==> config.mk <==
export PLATFORM = sky130hd
export DESIGN_NAME = masked_one_sample_t_statistic
export DESIGN_NICKNAME = d
export VERILOG_FILES = /design/src/rtl/core/mots_pkg.sv /design/src/rtl/core/masked_one_sample_t_statistic.sv /design/src/rtl/core/mots_serial_mul.sv /design/src/rtl/core/mots_tunit.sv
export SDC_FILE = /design/constraint.sdc
export NUM_CORES = 2
export LEC_CHECK = 0
export ABC_AREA = 1
export BUFFER_PORTS_ARGS = -buffer_cell sky130_fd_sc_hd__buf_2
export CELL_PAD_IN_SITES_DETAIL_PLACEMENT = 2
export CELL_PAD_IN_SITES_GLOBAL_PLACEMENT = 2
export CORE_MARGIN = 2
export CORE_UTILIZATION = 43
export CTS_CLUSTER_DIAMETER = 40
export DETAILED_ROUTE_END_ITERATION = 8
export GPL_ROUTABILITY_DRIVEN = 1
export PLACE_DENSITY = 0.89
export SYNTH_ARGS = -nofsm -noshare
export SYNTH_HDL_FRONTEND = slang
export SYNTH_SLANG_ARGS = --single-unit
==> constraint.sdc <==
create_clock -name clk_i -period 13.9 [get_ports clk_i]
set_input_delay 1.39 -clock clk_i [delete_from_list [all_inputs] [get_ports clk_i]]
set_output_delay 1.39 -clock clk_i [all_outputs]
set_load 0.02 [all_outputs]
==> src/rtl/core/mots_pkg.sv <==
// Package: shared constants and types for the masked one-sample t statistic block.
`timescale 1ns / 1ps
package mots_pkg;

  localparam int unsigned SampleW = 24;
  localparam int unsigned SumW    = 32;
  localparam int unsigned SsqW    = 56;
  localparam int unsigned TW      = 32;
  localparam int unsigned ProdW   = 128;

  localparam logic [1:0] StOk       = 2'd0;
  localparam logic [1:0] StMasked   = 2'd1;
  localparam logic [1:0] StDegen    = 2'd2;
  localparam logic [1:0] StTooMany  = 2'd3;

  // Request from the accumulator to the t unit.
  typedef struct packed {
    logic [SumW-1:0] sum_mag;
    logic            sum_neg;
    logic [SsqW-1:0] sumsq;
    logic [8:0]      n;
  } mots_req_t;

endpackage

==> src/rtl/core/masked_one_sample_t_statistic.sv <==
// Top level: per-voxel accumulation and t statistic stream block.
`timescale 1ns / 1ps
// One sample is accepted per clock while the t unit is idle and the output
// register can take a result. On the last transaction the block computes
// t = sum*sqrt((n-1)/(n*sumsq-sum^2)) in a shared bit-serial 64x64
// multiplier: three products and then 32 candidate steps of two products
// each, during which no sample is accepted. A degenerate voxel stops after
// two products. Status 3 (more than MAX_SUBJECTS samples) and status 1
// (masked sample) skip the computation. The result waits in an output
// register; t_value is Q15.16, saturated.
module masked_one_sample_t_statistic
  import mots_pkg::*;
#(
  parameter int unsigned MAX_SUBJECTS = 256
) (
  input  logic        clk_i,
  input  logic        rst_ni,
  input  logic        cfg_valid_i,
  output logic        cfg_ready_o,
  input  logic        cfg_data_i,      // use_masks
  input  logic        s_axis_tvalid,
  output logic        s_axis_tready,
  input  logic [39:0] s_axis_tdata,    // [23:0] sample, [39:24] mask_value
  input  logic        s_axis_tlast,    // last
  output logic        m_axis_tvalid,
  input  logic        m_axis_tready,
  output logic [31:0] m_axis_tdata,    // [31:0] t_value
  output logic [1:0]  m_axis_tuser     // [1:0] status
);

  localparam logic [8:0] MaxN = 9'(MAX_SUBJECTS);

  logic            use_masks_q;
  logic [8:0]      cnt_q, inc_q;
  logic [SumW-1:0] sum_q;
  logic [SsqW-1:0] ssq_q;
  logic            busy_q, ovalid_q;
  logic [31:0]     ot_q;
  logic [1:0]      ost_q;
  logic            acc;
  logic signed [SampleW-1:0] x;
  logic [SampleW-1:0] ax;
  logic [47:0]     sq;
  logic            incl;
  logic [8:0]      cnt_n, inc_n;
  logic [SumW-1:0] sum_n;
  logic [SsqW-1:0] ssq_n;
  logic            tstart, tdone;
  logic [TW-1:0]   tt;
  logic [1:0]      tst;
  mots_req_t       req;

  assign cfg_ready_o   = 1'b1;
  assign s_axis_tready = !busy_q && !(ovalid_q && !m_axis_tready);
  assign acc = s_axis_tvalid && s_axis_tready;
  assign x   = s_axis_tdata[23:0];
  assign ax  = x[SampleW-1] ? SampleW'(-x) : x;
  assign sq  = 48'(ax) * 48'(ax);
  assign incl = !use_masks_q || ($signed(s_axis_tdata[39:24]) > 16'sd0);

  // Next accumulator values for the accepted sample
  always_comb begin
    cnt_n = cnt_q; inc_n = inc_q; sum_n = sum_q; ssq_n = ssq_q;
    if (cnt_q >= MaxN) cnt_n = MaxN + 9'd1;
    else begin
      cnt_n = cnt_q + 9'd1;
      if (incl) begin
        inc_n = inc_q + 9'd1;
        sum_n = sum_q + SumW'(x);
        ssq_n = ssq_q + SsqW'(sq);
      end
    end
  end

  assign req.n       = cnt_n;
  assign req.sum_neg = sum_n[SumW-1];
  assign req.sum_mag = sum_n[SumW-1] ? SumW'(-sum_n) : sum_n;
  assign req.sumsq   = ssq_n;
  assign tstart = acc && s_axis_tlast && !(cnt_n > MaxN) && !(inc_n < cnt_n);

  mots_tunit u_t (
    .clk_i, .rst_ni, .start_i(tstart), .req_i(req), .done_o(tdone), .t_o(tt), .st_o(tst)
  );

  // Control and accumulators
  always_ff @(posedge clk_i or negedge rst_ni) begin
    if (!rst_ni) begin
      use_masks_q <= 1'b0; cnt_q <= '0; inc_q <= '0; sum_q <= '0; ssq_q <= '0;
      busy_q <= 1'b0; ovalid_q <= 1'b0;
    end else begin
      if (cfg_valid_i) use_masks_q <= cfg_data_i;
      if (m_axis_tready) ovalid_q <= 1'b0;
      if (acc) begin
        if (s_axis_tlast) begin
          cnt_q <= '0; inc_q <= '0; sum_q <= '0; ssq_q <= '0;
          if (tstart) busy_q <= 1'b1;
          else ovalid_q <= 1'b1;
        end else begin
          cnt_q <= cnt_n; inc_q <= inc_n; sum_q <= sum_n; ssq_q <= ssq_n;
        end
      end
      if (tdone) begin busy_q <= 1'b0; ovalid_q <= 1'b1; end
    end
  end

  // Result register
  always_ff @(posedge clk_i) begin
    if (acc && s_axis_tlast && !tstart) begin
      ot_q  <= '0;
      ost_q <= (cnt_n > MaxN) ? StTooMany : StMasked;
    end
    if (tdone) begin ot_q <= tt; ost_q <= tst; end
  end

  assign m_axis_tvalid = ovalid_q;
  assign m_axis_tdata  = ot_q;
  assign m_axis_tuser  = ost_q;

endmodule

==> src/rtl/core/mots_serial_mul.sv <==
// Shift-add multiplier: one multiplier bit per cycle, 128-bit product.
`timescale 1ns / 1ps
module mots_serial_mul
  import mots_pkg::*;
(
  input  logic             clk_i,
  input  logic             rst_ni,
  input  logic             start_i,
  input  logic [63:0]      a_i,
  input  logic [63:0]      b_i,
  output logic             done_o,
  output logic [ProdW-1:0] p_o
);

  logic [ProdW-1:0] acc_q, acc_d, mc_q, mc_d;
  logic [63:0]      mp_q, mp_d;
  logic [6:0]       cnt_q, cnt_d;
  logic             busy_q, busy_d, done_q, done_d;

  // Add shifted multiplicand when the current multiplier bit is set
  always_comb begin
    acc_d = acc_q; mc_d = mc_q; mp_d = mp_q; cnt_d = cnt_q;
    busy_d = busy_q; done_d = 1'b0;
    if (start_i) begin
      acc_d = '0; mc_d = {64'd0, a_i}; mp_d = b_i; cnt_d = '0; busy_d = 1'b1;
    end else if (busy_q) begin
      if (mp_q[0]) acc_d = acc_q + mc_q;
      mc_d = {mc_q[ProdW-2:0], 1'b0};
      mp_d = {1'b0, mp_q[63:1]};
      cnt_d = cnt_q + 7'd1;
      if (cnt_q == 7'd63) begin
        busy_d = 1'b0; done_d = 1'b1;
      end
    end
  end

  always_ff @(posedge clk_i or negedge rst_ni) begin
    if (!rst_ni) begin
      busy_q <= 1'b0; done_q <= 1'b0; cnt_q <= '0;
    end else begin
      busy_q <= busy_d; done_q <= done_d; cnt_q <= cnt_d;
    end
  end

  always_ff @(posedge clk_i) begin
    acc_q <= acc_d; mc_q <= mc_d; mp_q <= mp_d;
  end

  assign done_o = done_q;
  assign p_o    = acc_q;

endmodule

==> src/rtl/core/mots_tunit.sv <==
// t computation: n*sumsq, sum^2, rhs and a bit-by-bit quotient search.
`timescale 1ns / 1ps
module mots_tunit
  import mots_pkg::*;
(
  input  logic            clk_i,
  input  logic            rst_ni,
  input  logic            start_i,
  input  mots_req_t       req_i,
  output logic            done_o,
  output logic [TW-1:0]   t_o,
  output logic [1:0]      st_o
);

  localparam logic [3:0] S_IDLE = 4'd0, S_NSS = 4'd1, S_S2 = 4'd2, S_CHK = 4'd3,
                         S_RHS = 4'd4, S_CSQ = 4'd5, S_CD = 4'd6, S_DONE = 4'd7;

  logic [3:0]      state_q;
  logic            mstart;
  logic [63:0]     ma, mb;
  logic            mdone;
  logic [ProdW-1:0] mp;
  logic [63:0]     nss_q, s2_q, d_q, csq_q;
  logic [ProdW-1:0] rhs_q;
  logic [TW-1:0]   q_q;
  logic [4:0]      bit_q;
  logic [1:0]      st_q;
  mots_req_t       r_q;
  logic            done_q;
  logic [TW-1:0]   cand;
  logic [32:0]     limit;
  logic            run_q;

  mots_serial_mul u_mul (
    .clk_i, .rst_ni, .start_i(mstart), .a_i(ma), .b_i(mb), .done_o(mdone), .p_o(mp)
  );

  assign cand  = q_q | (TW'(1) << bit_q);
  assign limit = r_q.sum_neg ? 33'h080000000 : 33'h07FFFFFFF;

  // Multiplier operands chosen by state
  always_comb begin
    ma = '0; mb = '0;
    unique case (state_q)
      S_IDLE: ;
      S_NSS:  begin ma = {55'd0, r_q.n}; mb = {8'd0, r_q.sumsq}; end
      S_S2:   begin ma = {32'd0, r_q.sum_mag}; mb = {32'd0, r_q.sum_mag}; end
      S_CHK:  ;
      S_RHS:  begin ma = s2_q; mb = {23'd0, r_q.n - 9'd1, 32'd0}; end
      S_CSQ:  begin ma = {32'd0, cand}; mb = {32'd0, cand}; end
      S_CD:   begin ma = csq_q; mb = d_q; end
      S_DONE: ;
      default: ;
    endcase
  end

  // Sequencer
  always_ff @(posedge clk_i or negedge rst_ni) begin
    if (!rst_ni) begin
      state_q <= S_IDLE; run_q <= 1'b0; done_q <= 1'b0;
    end else begin
      done_q <= 1'b0;
      run_q  <= 1'b0;
      unique case (state_q)
        S_IDLE: if (start_i) begin state_q <= S_NSS; run_q <= 1'b1; end
        S_NSS:  if (mdone) begin state_q <= S_S2; run_q <= 1'b1; end
        S_S2:   if (mdone) state_q <= S_CHK;
        S_CHK: begin
          if (r_q.n < 9'd2 || nss_q <= s2_q) begin
            state_q <= S_DONE;
          end else begin
            state_q <= S_RHS; run_q <= 1'b1;
          end
        end
        S_RHS:  if (mdone) begin state_q <= S_CSQ; run_q <= 1'b1; end
        S_CSQ:  if (mdone) begin state_q <= S_CD; run_q <= 1'b1; end
        S_CD: if (mdone) begin
          if (bit_q == 5'd0) state_q <= S_DONE;
          else begin state_q <= S_CSQ; run_q <= 1'b1; end
        end
        S_DONE: begin state_q <= S_IDLE; done_q <= 1'b1; end
        default: state_q <= S_IDLE;
      endcase
    end
  end

  assign mstart = run_q;

  // Datapath registers
  always_ff @(posedge clk_i) begin
    if (state_q == S_IDLE && start_i) begin
      r_q <= req_i; q_q <= '0; bit_q <= 5'd31; st_q <= StOk;
    end
    if (state_q == S_NSS && mdone) nss_q <= mp[63:0];
    if (state_q == S_S2 && mdone) s2_q <= mp[63:0];
    if (state_q == S_CHK) begin
      d_q <= nss_q - s2_q;
      if (r_q.n < 9'd2 || nss_q <= s2_q) st_q <= StDegen;
    end
    if (state_q == S_RHS && mdone) rhs_q <= mp;
    if (state_q == S_CSQ && mdone) csq_q <= mp[63:0];
    if (state_q == S_CD && mdone) begin
      if ({1'b0, cand} <= limit && mp <= rhs_q) q_q <= cand;
      bit_q <= bit_q - 5'd1;
    end
  end

  assign done_o = done_q;
  assign st_o   = st_q;
  assign t_o    = (st_q != StOk) ? '0 : (r_q.sum_neg ? TW'(-q_q) : q_q);

endmodule

==> impl_results.md <==
- Post-route DRC: 0
- Starting density of the core: 0.432
- Ys flop type: edfxtp_1
- Startpoint types: input pin
- Clk root buf: clkbuf_16
- Drt via density: 6.27
- Slew Viols, Final: 3
- Flops & latches, synth: around 1000
- Die area: approximately 190000 µm²
- Drt first pass iters: 6
- Final wirelength: between 400 and 500 mm
- Crit Path Class: input pin to register
- # IOs: 84
- Fin. Hold Viols: 0
- Clk slew on worst S/H paths: about 70 ps
- RSZ-0062 raised after global routing: false
- Post-DRT Antenna Nets: 0
- Bufs and invs on worst path: 12
- Clock Skew: 76.2 ps
- Area grow syn2layout: 12.6%
- DIE HEIGHT: 435 µm
- First-pass GRT wire length: between 600 and 700 mm
- Avg Inst Size Synth: just under 8 µm²
- Commonest non-fill, non-tap cell in the layout: nand2_1
- Overflow after GRT: 0
- # hold bufs at CTS: 0
- Syn Std Cell Area: 80000 µm²
- Post-synthesis async set-or-reset flop share: 0.123
- Hpwl dp: 312 mm
- Post-cts resize count: 0
- Fraction of layout cells with a size suffix above 1: 0.0610
- Most used cell, CP: inv_1
- Most frequent cells in the layout: nand2_1 (2018), inv_1 (1994), nor2_1 (1176)
- Core Box Area: ~190000 µm²
- CP Capture Type: register
- Skew-Pair Late Insertion Delay: 900 ps
- Crit-path max FO: 19
- Sequential share of the synthesized area: 0.339
- Vias in the first global route: approximately 90000
- CTS tree: yes
- PortBufs: between 80 and 90
- Layout Nets: ~11000
- Tcrit/Tclk final: 0.841
- Final-layout fill cell count: approximately 20000
- Worst EP arrival: ~12000 ps
- Netlist cell types: 68
- Setup TNS: 0 ps
- Routability cong.: roughly 1
- Initial antenna violation count: 20
- Synth Warn #: 0
- Max cap viols: 1
- Worst min-delay path class: input pin to async pin
- Final setup violation count: 0
- Htree depth: 4
- Die width: 435 µm
- Violated checks: capacitance limit, slew limit
- Slew margin rel.: -0.0634
- Clock sink count: ~1000
- Fmax: roughly 85 MHz
- # rows: ~160
- Top cell family by delay on the critical path: adder cells
- Inserted Clock Buffers: around 190
- Routed via count: 80900
- Final min period: between 10000 and 15000 ps
- Status: complete, but fails checks
- Mean routed wirelength per cell: 34.9 µm
- Setup Buffers After CTS: 0
- Tightest Pin Transition: between 1500 and 2000 ps
- Global Route Usage Sum: 0.460
- Crit-path slowest cell: clkinv_1
- Post-synth EDFFs: around 650
- CP max stage delay: 850 ps
- Largest net degree at the start of global routing: approximately 150
- Count of mapped cells out of synthesis: 10100
- Clk buf depth: 3
- CP required: ~15000 ps
- DRT iter0 DRCs: about 8300
[per-stage QoR]
stage	utilization	worst slack, ps	cell area, µm²	hold WS (ps)	cells
after floorplan	-	5070	80100	426	10100
after global placement	0.449	2710	83200	464	12500
after detailed placement	0.449	2060	83200	488	12500
after CTS	0.486	2630	90000	450	12900
after global routing	0.486	2060	90000	480	12900
final	0.486	2200	90100	483	12900
[per-layer routing]
| metal | vias to the layer above | track usage | wire (µm) |
|---|---|---|---|
| li1 | 32800 | - | - |
| met1 | 40900 | 0.500 | 154000 |
| met2 | 5151 | 0.766 | 212000 |
| met3 | 2083 | 0.110 | 40200 |
| met4 | 16 | 0.375 | 44800 |
| met5 | - | 0.00101 | 186 |
[path summary, 6_finish.rpt]
kind / start / end / slack, ps / cells past startpoint
setup / recovery: s_axis_tdata[0] / ssq_q[30] / 2200 / 36
hold / removal: rst_ni / u_t.u_mul.busy_q / 480 / 1
setup reg to reg: use_masks_q / u_t.r_q[37] / 6940 / 16
hold reg to reg: u_t.st_o[0] / u_t.st_o[0] / 500 / 1
max in group asynchronous: rst_ni / u_t.mstart / 11890 / 2
min in group clk_i: u_t.st_o[0] / u_t.st_o[0] / 500 / 1
[registers in the layout, summed over array words and instances (netlist names), 32 cells and up]
name            count
u_t.d_q            64
sum_q              32
u_t.u_mul.p_o     128
u_t.s2_q           64
u_t.r_q            98
u_t.rhs_q         128
ssq_q              56
u_t.nss_q          64
u_t.q_q            32
u_t.csq_q          64
u_t.u_mul.mp_q     64
m_axis_tdata       32
u_t.u_mul.mc_q    128
[worst register-to-register path, delay by kind of cell, from the launching register on]
kind / cells / cell delay (ps)
xor+xnor: 1 / 260
fa+ha+maj: 1 / 300
buf+inv: 4 / 2100
simple gates: 10 / 3250
flops: 1 / 620
[area by class of cell]
type	instances	area, µm²	area share
multi-input combinational	6878	44500	0.494
sequential	998	27100	0.301
inverter	2032	7650	0.0849
clock buffer	216	5060	0.0561
tap	2480	3100	0.0345
clock inverter	142	1730	0.0192
timing repair buffer	142	917	0.0102
antenna	14	35.0	0.000389
[synth_stat cells, drive strengths merged (19+ instances only)]
library cell  instances  area share
nand2              2053       0.098
inv                2021       0.095
nor2               1209       0.058
o21ai               671       0.043
a21oi               662       0.042
edfxtp              649        0.24
ha                  580       0.091
fa                  478        0.12
nand3               231       0.015
dfxtp               226       0.057
xor2                168       0.019
clkbuf              162      0.0076
nand4               127       0.010
nor3                127      0.0086
dfrtp               123       0.038
o22ai               104      0.0081
buf                  63      0.0044
xnor2                59      0.0066
o21a                 51      0.0048
a21o                 48      0.0045
o21bai               40      0.0038
a31oi                34      0.0027
nor4                 29      0.0023
o2111ai              27      0.0030
a22oi                25      0.0023
o211ai               22      0.0021
nand3b               19      0.0018
[logic make-up (layout without fill, tap and decap cells)]
| group | Yosys count | after routing | share of synthesized area |
|---|---|---|---|
| multiplexers | 1 | 1 | 0.000141 |
| buffers and inverters | 2257 | 2532 | 0.107 |
| flip-flops | 998 | 998 | 0.339 |
| AND/OR/NAND/NOR | 3827 | 3827 | 0.197 |
| XOR/XNOR | 227 | 227 | 0.0252 |
| adder cells (fa/ha/maj) | 1058 | 1058 | 0.210 |
| AO/OA/AOI/OAI | 1744 | 1744 | 0.122 |
| other | 2 | 35 | 0.0000939 |
Power is left out: the tool's default activity adds up to more than one toggle a clock period on the data nets, which glitch-free logic cannot reach.
